$ cat config.mk
export PLATFORM = sky130hd
export DESIGN_NAME = tftp_client_transfer_fsm_unit
export DESIGN_NICKNAME = d
export VERILOG_FILES = /design/src/hw/rtl/tcxf_pkg.sv /design/src/hw/rtl/tcxf_front.sv /design/src/hw/rtl/tcxf_queue.sv /design/src/hw/rtl/tcxf_back.sv /design/src/hw/rtl/tftp_client_transfer_fsm_unit.sv
export SDC_FILE = /design/constraint.sdc
export NUM_CORES = 1
export LEC_CHECK = 0
export ABC_AREA = 1
export BUFFER_PORTS_ARGS = -buffer_cell sky130_fd_sc_hd__buf_2
export CORE_MARGIN = 4
export CORE_UTILIZATION = 55
export CTS_CLUSTER_DIAMETER = 200
export CTS_CLUSTER_SIZE = 10
export DETAILED_ROUTE_END_ITERATION = 7
export GPL_TIMING_DRIVEN = 1
export PLACE_DENSITY_LB_ADDON = 0.2
export SYNTH_ARGS = -nofsm -noshare
export SYNTH_HDL_FRONTEND = slang
export SYNTH_SLANG_ARGS = --single-unit
$ cat constraint.sdc
create_clock -name clk_i -period 5.1 [get_ports clk_i]
set_clock_uncertainty 0.05 [all_clocks]
set_input_delay 0.51 -clock clk_i [delete_from_list [all_inputs] [get_ports clk_i]]
set_output_delay 0.51 -clock clk_i [all_outputs]
set_load 0.005 [all_outputs]
$ cat src/hw/rtl/tcxf_pkg.sv
`default_nettype none
// ----------------------------------------------------------------------------
// tcxf_pkg
// shared types and constants of the tftp client transfer controller
// ----------------------------------------------------------------------------
package tcxf_pkg;

  localparam int unsigned BlockBytesDefault = 512;
  localparam int unsigned HeaderBytes       = 4;
  localparam int unsigned CntW              = 10;
  localparam int unsigned FieldW            = 16;
  localparam int unsigned InDataW           = 96;
  localparam int unsigned OutDataW          = 56;

  localparam logic [FieldW-1:0] OpcodeData  = 16'd3;
  localparam logic [FieldW-1:0] OpcodeAck   = 16'd4;
  localparam logic [FieldW-1:0] OpcodeError = 16'd5;

  localparam logic [FieldW-1:0] ErrUnknownTid = 16'd5;
  localparam logic [FieldW-1:0] ErrLastCode   = 16'd7;

  typedef enum logic [1:0] {
    OPK_OTHER = 2'd0,
    OPK_DATA  = 2'd1,
    OPK_ACK   = 2'd2,
    OPK_ERROR = 2'd3
  } op_kind_e;

  typedef enum logic [1:0] {
    KIND_NONE     = 2'd0,
    KIND_ACK      = 2'd1,
    KIND_DATA     = 2'd2,
    KIND_DISKFULL = 2'd3
  } reply_kind_e;

  typedef enum logic [2:0] {
    OUT_IGNORED  = 3'd0,
    OUT_REPLIED  = 3'd1,
    OUT_COMPLETE = 3'd2,
    OUT_FATAL    = 3'd3,
    OUT_NONFATAL = 3'd4
  } outcome_e;

  // classified packet handed from front to back
  typedef struct packed {
    op_kind_e            op;
    logic [FieldW-1:0]   blk;
    logic                blk_zero;
    logic                blk_one;
    logic                last;
    logic [FieldW-1:0]   port;
    logic                fatal;
    logic                write_ok;
    logic [CntW-1:0]     cnt_sat;
    logic                cnt_short;
  } pkt_t;

endpackage
`default_nettype wire

$ cat src/hw/rtl/tcxf_front.sv
`default_nettype none
// ----------------------------------------------------------------------------
// tcxf_front
// accepts packet headers and classifies them into a registered descriptor
// ----------------------------------------------------------------------------
module tcxf_front #(
  parameter int unsigned BLOCK_BYTES = tcxf_pkg::BlockBytesDefault
) (
  input  wire logic                                   clk_i,
  input  wire logic                                   rst_ni,
  input  wire logic                                   valid_i,
  output logic                                        ready_o,
  input  wire logic [tcxf_pkg::FieldW-1:0]            opcode_i,
  input  wire logic [tcxf_pkg::FieldW-1:0]            block_i,
  input  wire logic [tcxf_pkg::FieldW-1:0]            bytes_i,
  input  wire logic [tcxf_pkg::FieldW-1:0]            port_i,
  input  wire logic [tcxf_pkg::FieldW-1:0]            code_i,
  input  wire logic                                   write_ok_i,
  input  wire logic [tcxf_pkg::CntW-1:0]              cnt_i,
  output logic                                        valid_o,
  input  wire logic                                   ready_i,
  output tcxf_pkg::pkt_t                              pkt_o
);

  localparam int unsigned CmpW = tcxf_pkg::FieldW + 1;
  localparam logic [CmpW-1:0] BlockBytesC = CmpW'(BLOCK_BYTES);
  localparam logic [CmpW-1:0] HeaderC     = CmpW'(tcxf_pkg::HeaderBytes);

  logic            vld_q, vld_d;
  tcxf_pkg::pkt_t  pkt_q, pkt_d;
  logic [CmpW-1:0] bytes_ext;
  logic [CmpW-1:0] cnt_ext;
  logic            take;

  assign ready_o   = !vld_q || ready_i;
  assign take      = valid_i && ready_o;
  assign bytes_ext = {1'b0, bytes_i};
  assign cnt_ext   = CmpW'(cnt_i);

  always_comb begin
    pkt_d.op = tcxf_pkg::OPK_OTHER;
    unique case (opcode_i)
      tcxf_pkg::OpcodeData:  pkt_d.op = tcxf_pkg::OPK_DATA;
      tcxf_pkg::OpcodeAck:   pkt_d.op = tcxf_pkg::OPK_ACK;
      tcxf_pkg::OpcodeError: pkt_d.op = tcxf_pkg::OPK_ERROR;
      default:               pkt_d.op = tcxf_pkg::OPK_OTHER;
    endcase
    pkt_d.blk       = block_i;
    pkt_d.blk_zero  = (block_i == '0);
    pkt_d.blk_one   = (block_i == tcxf_pkg::FieldW'(1));
    pkt_d.last      = (bytes_ext >= HeaderC) && ((bytes_ext - HeaderC) < BlockBytesC);
    pkt_d.port      = port_i;
    pkt_d.fatal     = (code_i <= tcxf_pkg::ErrLastCode) && (code_i != tcxf_pkg::ErrUnknownTid);
    pkt_d.write_ok  = write_ok_i;
    pkt_d.cnt_short = (cnt_ext < BlockBytesC);
    pkt_d.cnt_sat   = (cnt_ext > BlockBytesC) ? BlockBytesC[tcxf_pkg::CntW-1:0] : cnt_i;
  end

  always_comb begin
    vld_d = vld_q;
    if (take) begin
      vld_d = 1'b1;
    end else if (ready_i) begin
      vld_d = 1'b0;
    end
  end

  always_ff @(posedge clk_i or negedge rst_ni) begin
    if (!rst_ni) begin
      vld_q <= 1'b0;
    end else begin
      vld_q <= vld_d;
    end
  end

  always_ff @(posedge clk_i) begin
    if (take) begin
      pkt_q <= pkt_d;
    end
  end

  assign valid_o = vld_q;
  assign pkt_o   = pkt_q;

endmodule
`default_nettype wire

$ cat src/hw/rtl/tcxf_queue.sv
`default_nettype none
// ----------------------------------------------------------------------------
// tcxf_queue
// two-entry queue of classified packets between front and back
// ----------------------------------------------------------------------------
module tcxf_queue (
  input  wire logic           clk_i,
  input  wire logic           rst_ni,
  input  wire logic           valid_i,
  output logic                ready_o,
  input  tcxf_pkg::pkt_t      pkt_i,
  output logic                valid_o,
  input  wire logic           ready_i,
  output tcxf_pkg::pkt_t      pkt_o
);

  tcxf_pkg::pkt_t mem_q [2];
  logic           wr_ptr_q, wr_ptr_d;
  logic           rd_ptr_q, rd_ptr_d;
  logic [1:0]     count_q, count_d;
  logic           push, pop;

  assign ready_o = (count_q != 2'd2);
  assign valid_o = (count_q != 2'd0);
  assign push    = valid_i && ready_o;
  assign pop     = valid_o && ready_i;
  assign pkt_o   = mem_q[rd_ptr_q];

  always_comb begin
    wr_ptr_d = wr_ptr_q ^ push;
    rd_ptr_d = rd_ptr_q ^ pop;
    count_d  = count_q;
    if (push && !pop) begin
      count_d = count_q + 2'd1;
    end else if (pop && !push) begin
      count_d = count_q - 2'd1;
    end
  end

  always_ff @(posedge clk_i or negedge rst_ni) begin
    if (!rst_ni) begin
      wr_ptr_q <= 1'b0;
      rd_ptr_q <= 1'b0;
      count_q  <= 2'd0;
    end else begin
      wr_ptr_q <= wr_ptr_d;
      rd_ptr_q <= rd_ptr_d;
      count_q  <= count_d;
    end
  end

  always_ff @(posedge clk_i) begin
    if (push) begin
      mem_q[wr_ptr_q] <= pkt_i;
    end
  end

endmodule
`default_nettype wire

$ cat src/hw/rtl/tcxf_back.sv
`default_nettype none
// ----------------------------------------------------------------------------
// tcxf_back
// transfer state machine and registered reply word
// ----------------------------------------------------------------------------
module tcxf_back (
  input  wire logic                            clk_i,
  input  wire logic                            rst_ni,
  input  wire logic                            valid_i,
  output logic                                 ready_o,
  input  tcxf_pkg::pkt_t                       pkt_i,
  output logic                                 valid_o,
  input  wire logic                            ready_i,
  output logic [1:0]                           reply_kind_o,
  output logic [tcxf_pkg::FieldW-1:0]          reply_block_o,
  output logic [tcxf_pkg::CntW-1:0]            reply_data_bytes_o,
  output logic [tcxf_pkg::FieldW-1:0]          reply_port_o,
  output logic [2:0]                           outcome_o,
  output logic                                 transfer_done_o,
  output logic [1:0]                           phase_now_o
);

  typedef enum logic [1:0] {
    PH_INIT  = 2'd0,
    PH_READ  = 2'd1,
    PH_WRITE = 2'd2,
    PH_FINAL = 2'd3
  } phase_e;

  phase_e                      phase_q, phase_d;
  logic [tcxf_pkg::FieldW-1:0] exp_q, exp_d;
  logic                        done_q, done_d;
  logic                        out_vld_q;

  tcxf_pkg::reply_kind_e       kind_d;
  logic [tcxf_pkg::FieldW-1:0] blk_d;
  logic [tcxf_pkg::CntW-1:0]   bytes_d;
  logic [tcxf_pkg::FieldW-1:0] port_d;
  tcxf_pkg::outcome_e          outc_d;

  logic                        do_data, do_chunk, do_error;
  logic [tcxf_pkg::FieldW-1:0] blk_inc, exp_dec, exp_inc;
  logic                        take;

  assign ready_o = !out_vld_q || ready_i;
  assign take    = valid_i && ready_o;
  assign blk_inc = pkt_i.blk + tcxf_pkg::FieldW'(1);
  assign exp_dec = exp_q - tcxf_pkg::FieldW'(1);
  assign exp_inc = exp_q + tcxf_pkg::FieldW'(1);

  always_comb begin
    do_data  = 1'b0;
    do_chunk = 1'b0;
    do_error = 1'b0;
    kind_d   = tcxf_pkg::KIND_NONE;
    blk_d    = '0;
    bytes_d  = '0;
    port_d   = '0;
    outc_d   = tcxf_pkg::OUT_IGNORED;
    phase_d  = phase_q;
    exp_d    = exp_q;
    done_d   = done_q;

    unique case (phase_q)
      PH_INIT: begin
        if (pkt_i.op == tcxf_pkg::OPK_DATA && pkt_i.blk_one) begin
          do_data = 1'b1;
          phase_d = PH_READ;
        end else if (pkt_i.op == tcxf_pkg::OPK_ACK && pkt_i.blk_zero) begin
          do_chunk = 1'b1;
        end else if (pkt_i.op == tcxf_pkg::OPK_ERROR) begin
          do_error = 1'b1;
        end
      end
      PH_READ: begin
        if (pkt_i.op == tcxf_pkg::OPK_DATA && pkt_i.blk == exp_q) begin
          do_data = 1'b1;
        end else if (pkt_i.op == tcxf_pkg::OPK_ERROR) begin
          do_error = 1'b1;
        end
      end
      PH_WRITE: begin
        if (pkt_i.op == tcxf_pkg::OPK_ACK && blk_inc == exp_q) begin
          do_chunk = 1'b1;
        end else if (pkt_i.op == tcxf_pkg::OPK_ERROR) begin
          do_error = 1'b1;
        end
      end
      PH_FINAL: begin
        if (pkt_i.op == tcxf_pkg::OPK_ACK && pkt_i.blk == exp_dec) begin
          done_d = 1'b1;
          outc_d = tcxf_pkg::OUT_COMPLETE;
        end
      end
      default: begin
        phase_d = phase_q;
      end
    endcase

    if (do_data) begin
      outc_d = tcxf_pkg::OUT_REPLIED;
      port_d = pkt_i.port;
      if (!pkt_i.write_ok && !done_q) begin
        kind_d = tcxf_pkg::KIND_DISKFULL;
        done_d = 1'b1;
      end else begin
        if (pkt_i.last) begin
          done_d = 1'b1;
        end
        kind_d = tcxf_pkg::KIND_ACK;
        blk_d  = exp_q;
        exp_d  = exp_inc;
      end
    end

    if (do_chunk) begin
      outc_d  = tcxf_pkg::OUT_REPLIED;
      kind_d  = tcxf_pkg::KIND_DATA;
      port_d  = pkt_i.port;
      blk_d   = exp_q;
      bytes_d = pkt_i.cnt_sat;
      exp_d   = exp_inc;
      phase_d = pkt_i.cnt_short ? PH_FINAL : PH_WRITE;
    end

    if (do_error) begin
      outc_d = pkt_i.fatal ? tcxf_pkg::OUT_FATAL : tcxf_pkg::OUT_NONFATAL;
      done_d = 1'b1;
    end
  end

  always_ff @(posedge clk_i or negedge rst_ni) begin
    if (!rst_ni) begin
      phase_q            <= PH_INIT;
      exp_q              <= tcxf_pkg::FieldW'(1);
      done_q             <= 1'b0;
      out_vld_q          <= 1'b0;
      reply_kind_o       <= '0;
      reply_block_o      <= '0;
      reply_data_bytes_o <= '0;
      reply_port_o       <= '0;
      outcome_o          <= '0;
      transfer_done_o    <= 1'b0;
      phase_now_o        <= '0;
    end else begin
      if (take) begin
        phase_q            <= phase_d;
        exp_q              <= exp_d;
        done_q             <= done_d;
        out_vld_q          <= 1'b1;
        reply_kind_o       <= kind_d;
        reply_block_o      <= blk_d;
        reply_data_bytes_o <= bytes_d;
        reply_port_o       <= port_d;
        outcome_o          <= outc_d;
        transfer_done_o    <= done_d;
        phase_now_o        <= phase_d;
      end else if (ready_i) begin
        out_vld_q <= 1'b0;
      end
    end
  end

  assign valid_o = out_vld_q;

endmodule
`default_nettype wire

$ cat src/hw/rtl/tftp_client_transfer_fsm_unit.sv
`default_nettype none
// ----------------------------------------------------------------------------
// tftp_client_transfer_fsm_unit
// client side tftp transfer controller: one reply word per received header
// path: header word registered in front, held in the queue, reply word registered in back
// throughput: one word per cycle unless the reply output stalls, set by the state update in back
// front register and a two-entry queue let input and output stall separately
// reset: phase init, expected block one, done clear, all stages empty
// ----------------------------------------------------------------------------
module tftp_client_transfer_fsm_unit #(
  parameter int unsigned BLOCK_BYTES = tcxf_pkg::BlockBytesDefault
) (
  input  wire logic                              clk_i,
  input  wire logic                              rst_ni,
  input  wire logic                              s_axis_tvalid,
  output logic                                   s_axis_tready,
  // packet_opcode, packet_block, packet_bytes, source_port, peer_error_code,
  // store_write_ok, chunk_read_count, zero fill
  input  wire logic [tcxf_pkg::InDataW-1:0]      s_axis_tdata,
  output logic                                   m_axis_tvalid,
  input  wire logic                              m_axis_tready,
  // reply_kind, reply_block, reply_data_bytes, reply_port, outcome,
  // transfer_done, phase_now, zero fill
  output logic [tcxf_pkg::OutDataW-1:0]          m_axis_tdata
);

  logic                        fr_valid, fr_ready;
  tcxf_pkg::pkt_t              fr_pkt;
  logic                        q_valid, q_ready;
  tcxf_pkg::pkt_t              q_pkt;

  logic [1:0]                  reply_kind;
  logic [tcxf_pkg::FieldW-1:0] reply_block;
  logic [tcxf_pkg::CntW-1:0]   reply_data_bytes;
  logic [tcxf_pkg::FieldW-1:0] reply_port;
  logic [2:0]                  outcome;
  logic                        transfer_done;
  logic [1:0]                  phase_now;

  tcxf_front #(
    .BLOCK_BYTES(BLOCK_BYTES)
  ) u_front (
    .clk_i      (clk_i),
    .rst_ni     (rst_ni),
    .valid_i    (s_axis_tvalid),
    .ready_o    (s_axis_tready),
    .opcode_i   (s_axis_tdata[15:0]),
    .block_i    (s_axis_tdata[31:16]),
    .bytes_i    (s_axis_tdata[47:32]),
    .port_i     (s_axis_tdata[63:48]),
    .code_i     (s_axis_tdata[79:64]),
    .write_ok_i (s_axis_tdata[80]),
    .cnt_i      (s_axis_tdata[90:81]),
    .valid_o    (fr_valid),
    .ready_i    (fr_ready),
    .pkt_o      (fr_pkt)
  );

  tcxf_queue u_queue (
    .clk_i   (clk_i),
    .rst_ni  (rst_ni),
    .valid_i (fr_valid),
    .ready_o (fr_ready),
    .pkt_i   (fr_pkt),
    .valid_o (q_valid),
    .ready_i (q_ready),
    .pkt_o   (q_pkt)
  );

  tcxf_back u_back (
    .clk_i              (clk_i),
    .rst_ni             (rst_ni),
    .valid_i            (q_valid),
    .ready_o            (q_ready),
    .pkt_i              (q_pkt),
    .valid_o            (m_axis_tvalid),
    .ready_i            (m_axis_tready),
    .reply_kind_o       (reply_kind),
    .reply_block_o      (reply_block),
    .reply_data_bytes_o (reply_data_bytes),
    .reply_port_o       (reply_port),
    .outcome_o          (outcome),
    .transfer_done_o    (transfer_done),
    .phase_now_o        (phase_now)
  );

  assign m_axis_tdata = {6'b0, phase_now, transfer_done, outcome, reply_port,
                         reply_data_bytes, reply_block, reply_kind};

endmodule
`default_nettype wire

; ---- Yosys cells after proc, flatten, opt, wreduce, memory -nomap -nowiden
; Memories as Yosys holds them, arrays and structs flattened.
; Index checks and enable logic that the tools add are counted.
[classes]
muxes = 50
n_lt_le_gt_ge = 5
mul = 0
n_div = 0
shifts = 0
eq_ne = 16
add_sub_neg = 6
n_reduce_logical = 32
bitwise = 2
[op_table]
columns = op, count
row1 = $mux W16, 8
row2 = $eq A16 B16 Y1, 3
row3 = $add A16 B1 Y16 const B, 2
row4 = $eq A16 B3 Y1 const B, 2
row5 = $mux W1, 23
row6 = $mux W2, 9
row7 = $lt A17 B10 Y1 const B, 1
row8 = $sub A16 B3 Y17 const B, 1
row9 = $eq A16 B1 Y1 const B, 1
row10 = $eq A16 B2 Y1 const B, 1
row11 = $ge A16 B3 Y1 const B, 1
row12 = $le A16 B3 Y1 const B, 1
row13 = $logic_not A16 Y1, 1
row14 = $ne A16 B3 Y1 const B, 1
row15 = $sub A16 B1 Y16 const B, 1
row16 = $mux W3, 5
row17 = $reduce_bool A2 Y1, 7
row18 = $logic_and A1 B1 Y1, 13
row19 = $gt A10 B10 Y1 const B, 1
row20 = $lt A10 B10 Y1 const B, 1
row21 = $mux W10, 1
row22 = $eq A2 B2 Y1 const B, 4
row23 = $logic_not A1 Y1, 6
row24 = $pmux W2 S3, 1
row25 = 11 further kinds, 16
[word_totals]
input_bits = 100
mem_bits_rw = 100
word_cells = 135
ff_bits = 122
n_memories = 1
rom_bits = 0
latchBits = 0
[mem_list]
columns = name, words, word_bits, read_ports, rd_ports_with_merged_regs, wr, line
row1 = u_queue.mem_q, 2, 50, 1, 0, 1, tcxf_queue.sv:17  ; tcxf_pkg::pkt_t mem_q [2];

; ---- Depth between registers and ports, before layout
[depth]
depth_word = 9
depth_mapped = 21
ltp_nobuf = 20

; ---- By module
; Synthesis repeated with hierarchy kept, for this count alone.
[hier_totals]
cells_unflattened = 1057
area_unflattened_um2 = 10141.0
[modules_own_cells]
columns = mod, n_inst, cells_per_inst, area_per_inst_um2
row1 = tcxf_back, 1, 609, 4177.8
row2 = tcxf_queue, 1, 289, 3908.7
row3 = tcxf_front, 1, 151, 1998.2
row4 = tftp_client_transfer_fsm_unit, 1, 8, 56.3

; ---- Worst setup path before layout
; Ideal clock, no wire load.
[synth_timing]
path_kind = reg2reg
start = register u_queue.count_q[0]
end = memory u_queue.mem_q[1][0] in the netlist's numbering (enable)
path_buffers = 0
arrival_time_ns = 2.000
slack_ns = 2.637
path_stages_with_launch = 4
cell_sequence = dfrtp_1 > inv_1 > a21boi_0 > ha_1
[synth_between]
elab_chain_cells = 4
[synth_rtl]
columns = element, line
row1 = "start, declared", tcxf_queue.sv:20  ; logic [1:0] count_q, count_d;
row2 = "start signal, assigned", tcxf_queue.sv:48  ; count_q <= count_d;
row3 = $ne A2 B2 Y1, tcxf_queue.sv:23  ; assign ready_o = (count_q != 2'd2);
row4 = $logic_and A1 B1 Y1, tcxf_queue.sv:25  ; assign push = valid_i && ready_o;
row5 = $mux W1, tcxf_queue.sv:53  ; if (push) begin
row6 = $mux W1 (not written as such), tcxf_queue.sv:54  ; mem_q[wr_ptr_q] <= pkt_i;
row7 = "end, declared", tcxf_queue.sv:17
; Every way passes these cells.

; ---- Final worst setup path
[layout_timing]
start = register u_queue.rd_ptr_q
end = register u_back.exp_q[6] in the netlist's numbering
[layout_between]
elab_chain_cells = 8
elab_cells_between_ends = 23
cone_classes = 1 x add/sub / 5 x eq/ne / 8 x mux / 8 x reduce/logical / 1 x memory
[layout_rtl]
columns = element, line
row1 = "start, declared", tcxf_queue.sv:19  ; logic rd_ptr_q, rd_ptr_d;
row2 = "start signal, assigned", tcxf_queue.sv:47  ; rd_ptr_q <= rd_ptr_d;
row3 = $mem_v2 Z2 W50 *, n/a
row4 = $add A16 B1 Y16 or $eq A2 B2 Y1 (tied branches), "tcxf_back.sv:47, tcxf_back.sv:69, tcxf_back.sv:83"
row5 = $eq A16 B16 Y1 or $logic_and A1 B1 Y1 (tied branches), "tcxf_back.sv:83, tcxf_back.sv:69"
row6 = $logic_and A1 B1 Y1 or $mux W1 (tied branches), "tcxf_back.sv:83, tcxf_back.sv:69"
row7 = $mux W1 (on tied branches), "tcxf_back.sv:83, tcxf_back.sv:66"
row8 = $pmux W1 S2, tcxf_back.sv:64  ; unique case (phase_q)
row9 = $ne A2 B1 Y1 (no line) or $reduce_bool A2 Y1 (tied branches), n/a
row10 = $reduce_and A3 Y1 (no line), n/a
row11 = "end signal, assigned", tcxf_back.sv:135  ; exp_q <= tcxf_pkg::FieldW'(1);
row12 = "end signal, assigned", tcxf_back.sv:148  ; exp_q <= exp_d;
row13 = "end, declared", tcxf_back.sv:31  ; logic [tcxf_pkg::FieldW-1:0] exp_q, exp_d;
; Every way passes the cells marked *; elsewhere a longest branch is shown, timed or not.
; A chain may end at the register's enable or synchronous reset.

==> flow_metrics.py <==
metrics = {
    "final_layout": {
        "antennaDiodeCount": 0,
        "nFillCells": 1432,
        "area_delta_synth_final_pct": 16.12,
        "final_nets": 1220,
        "utilization_pct": 64.91,
        "stdcell_area_um2": 11620,
        "drive_gt1_share_pct": 20.11,
        "fin_cells": 1363,
    },
    "timing": {
        "slew_violations": 0,
        "min_period_ns": 3.092,
        "hold_viol": 0,
        "finalCritPeriodShare_pct": 60.63,
        "worstMarginPinSlew_ns": 0.9505,
        "fmax_ghz": 0.3234,
        "grt_setup_unrepaired": "no",
        "relSlewSlack_pct": 36.63,
        "tns_ns": 0,
        "finalSetupViolCount": 0,
    },
    "yosys": {
        "synth_xor_area_share_pct": 3.326,
        "synth_compound_area_share_pct": 3.513,
        "synthMuxAreaShare_pct": 1.100,
        "synth_enable_flop_cells": 150,
        "avgSynthCellArea_um2": 10.30,
        "synth_top_family_by_area": "simple AND/OR/NAND/NOR gates",
        "yosys.area_share.adder_pct": 0.7502,
        "synthCells": 972,
        "ys_ff_latch": 222,
        "yosys-top-cells-count": "nand2_1, edfxtp_1, nand3_1, inv_1",
        "async_flop_share_pct": 32.43,
        "synthFlopType": "edfxtp_1",
        "yosysMostFrequentCell": "nand2_1",
        "yosys.area_share.simple_pct": 22.69,
        "synth_top_cell_area_share_pct": 45.01,
        "syn_area_um2": 10010,
        "ys_seq_area_share_pct": 63.03,
        "synth_area_leaders": "edfxtp_1, dfrtp_1, nand2_1, nand3_1, inv_1",
        "synth_cell_types": 40,
        "yosys.area.top_type": "edfxtp_1",
        "yosysWarnings": 0,
    },
    "global_routing": {
        "met2_usage_pct": 35.71,
        "grt_pass1_vias": 6908,
        "grt_pass1_wl_um": 33820,
        "met3_usage_pct": 3.449,
        "antenna_found_initial": 0,
        "grt_overflow": 0,
        "grt-busiest-layer": "met2",
        "grt_max_degree": 73,
        "grt_use_met1_pct": 26.57,
        "grt.total_usage_pct": 20.77,
    },
    "clocking": {
        "insertion_delay_ns": 0.53,
        "tritoncts": "built",
        "post_cts_buffers": 0,
        "cts_inserted_buffers": 26,
        "h-tree-depth": 1,
        "cts_max_path_buffers": 3,
        "cts_resized": 0,
        "holdBufCountCts": 0,
        "clock-sinks": 222,
        "cts_root_buffer": "clkbuf_16",
        "clk_pin_slew_ns": 0.06,
    },
    "hold_path": {
        "holdCritPathClass": "in2async",
    },
    "route": {
        "drt_iter0_drc": 395,
        "wl_um": 20920,
        "vias_per_cell": 5.158,
        "drc": 0,
        "antenna_left": 0,
        "wl_per_cell_um": 15.34,
        "dr.pass1.iters": 5,
        "via_count": 7030,
    },
    "placed_design": {
        "portBuffers": 144,
        "post_dp_cell_area_um2": 10870,
        "gp_congestion": 0.9038,
        "dp_hpwl_um": 14190,
        "place_inst": 1315,
    },
    "die": {
        "die_h_um": 142.9,
        "ios": 158,
        "floorplan.die_area_um2": 20420,
        "die_w_um": 142.9,
        "placementRows": 49,
        "initial_core_util_pct": 55.90,
        "fp.coreArea_um2": 17900,
    },
    "setup_path": {
        "cp.required_ns": 5.50,
        "cp_max_fo": 33,
        "worstSetupPathType": "reg2reg",
        "cp-startpoint": "u_queue.rd_ptr_q",
        "worstRegToRegCells": 15,
        "timing.rr.start": "u_queue.rd_ptr_q",
        "cp-start-kind": "register",
        "rrSetupSlack_ns": 2.01,
        "arrival_ns": 3.49,
        "timing.rr.end": "u_back.exp_q[6]",
        "setup.worst_path.end": "u_back.exp_q[6]",
        "crit_path_end_kind": "register",
    },
    "power": {
        "p_total_mw": 6.058,
        "ir_drop_v": 0.0004524,
        "p_per_area_nw_per_um2": 521.4,
        "power_leakage_nw": 5.290,
    },
    "status": {
        "outcome": "finished, final reports clean",
    },
    "run": {
        "max-cap-violations": 0,
    },
}
-- routing by layer --
metal	routed length (µm)	part of all wire, %
met3	1280	6.1
met4	773	3.7
met2	10220	49
met5	0	0
met1	8636	41
-- worst max-delay path, cell delays in order (launching register included) --
cell     delay (ns)
dfrtp_2        0.40
inv_2          0.30
nand2_1        0.12
nand2_2        0.16
ha_1           0.23
nand3_1        0.14
nor2_2         0.27
nand3_1        0.13
xor2_1         0.16
nand2_1        0.08
nor2_1         0.05
nand2_2        0.12
nand3_4        0.32
nand2_4        0.32
nand2_1        0.08
nand2_1        0.06
-- state kept, by name, indices dropped and copies added (netlist names) --
signal                     count
u_queue.mem_q                100
u_front.pkt_o                 50
u_back.exp_q                  16
u_back.reply_block_o          16
u_back.reply_port_o           16
u_back.reply_data_bytes_o     10
u_back.outcome_o               3
u_back.phase_now_o             2
u_back.reply_kind_o            2
u_queue.count_q                2
u_back.transfer_done_o         1
u_back.valid_o                 1
u_front.valid_o                1
u_queue.rd_ptr_q               1
u_queue.wr_ptr_q               1
-- cell usage in the layout, fill, tap and decap left out, types with 3 or more instances in the layout --
cell	count
o21ai_0	11
or2_2	11
o21ai_2	9
clkbuf_16	26
mux2i_1	11
nand3b_1	5
o211ai_1	11
o21bai_1	9
inv_1	79
nor3_1	11
ha_1	4
or4_1	3
inv_2	3
nor2_2	3
buf_4	9
a31oi_1	3
nand3_1	85
edfxtp_1	150
a21oi_1	4
conb_1	6
nor2_1	71
xor2_1	32
clkbuf_1	20
buf_2	143
xnor2_1	6
nand4_1	11
nand2_1	282
dfrtp_1	70
nand2_2	13
nor4_1	16
-- power breakdown --
| group | internal, mW | switching, mW | total, mW |
|---|---|---|---|
| Sequential | 2.42 | 0.145 | 2.57 |
| Clock | 0.959 | 0.671 | 1.63 |
| Combinational | 0.563 | 1.30 | 1.86 |
| Total | 3.94 | 2.11 | 6.06 |
-- per-stage QoR --
stage	hold WS [ns]	setup slack [ns]
finish	0.07449	2.008
global placement	0.3717	2.043
global route	0.09073	1.622
detailed placement	0.3806	2.002
floorplan	0.1644	2.637
CTS	0.09465	1.980
-- worst min path at each step --
stage / start / to / slack, ns / cells after the start
after global placement: u_front.pkt_o[7] / u_queue.mem_q[0][7] / 0.37 / 0
after CTS: s_axis_tdata[50] / u_front.pkt_o[15] / 0.09 / 1
after floorplan: rst_ni / u_back.exp_q[10] / 0.16 / 0
final: rst_ni / u_back.reply_block_o[11] / 0.07 / 1
after global routing: s_axis_tdata[51] / u_front.pkt_o[16] / 0.09 / 1
after detailed placement: u_front.pkt_o[14] / u_queue.mem_q[1][14] / 0.38 / 0
-- cell families (layout without fill, tap and decap cells) --
family,Yosys count,in the layout
AND/OR/NAND/NOR,517,517
AO/OA/AOI/OAI,51,51
flip-flops,222,222
multiplexers,11,11
buffers and inverters,126,283
adder cells (fa/ha/maj),6,6
other,1,6
XOR/XNOR,38,38
-- cell type report --
class / instances / area [µm²] / area share (%)
Tap cell: 229 / 286.5 / 2.466
Multi-Input combinational cell: 629 / 3179 / 27.36
Clock buffer: 46 / 725.7 / 6.245
Sequential cell: 222 / 6309 / 54.29
Clock inverter: 2 / 25.02 / 0.2154
Inverter: 83 / 311.5 / 2.681
Timing Repair Buffer: 152 / 783.3 / 6.741
No activity file was read; power rests on OpenSTA's default activity.
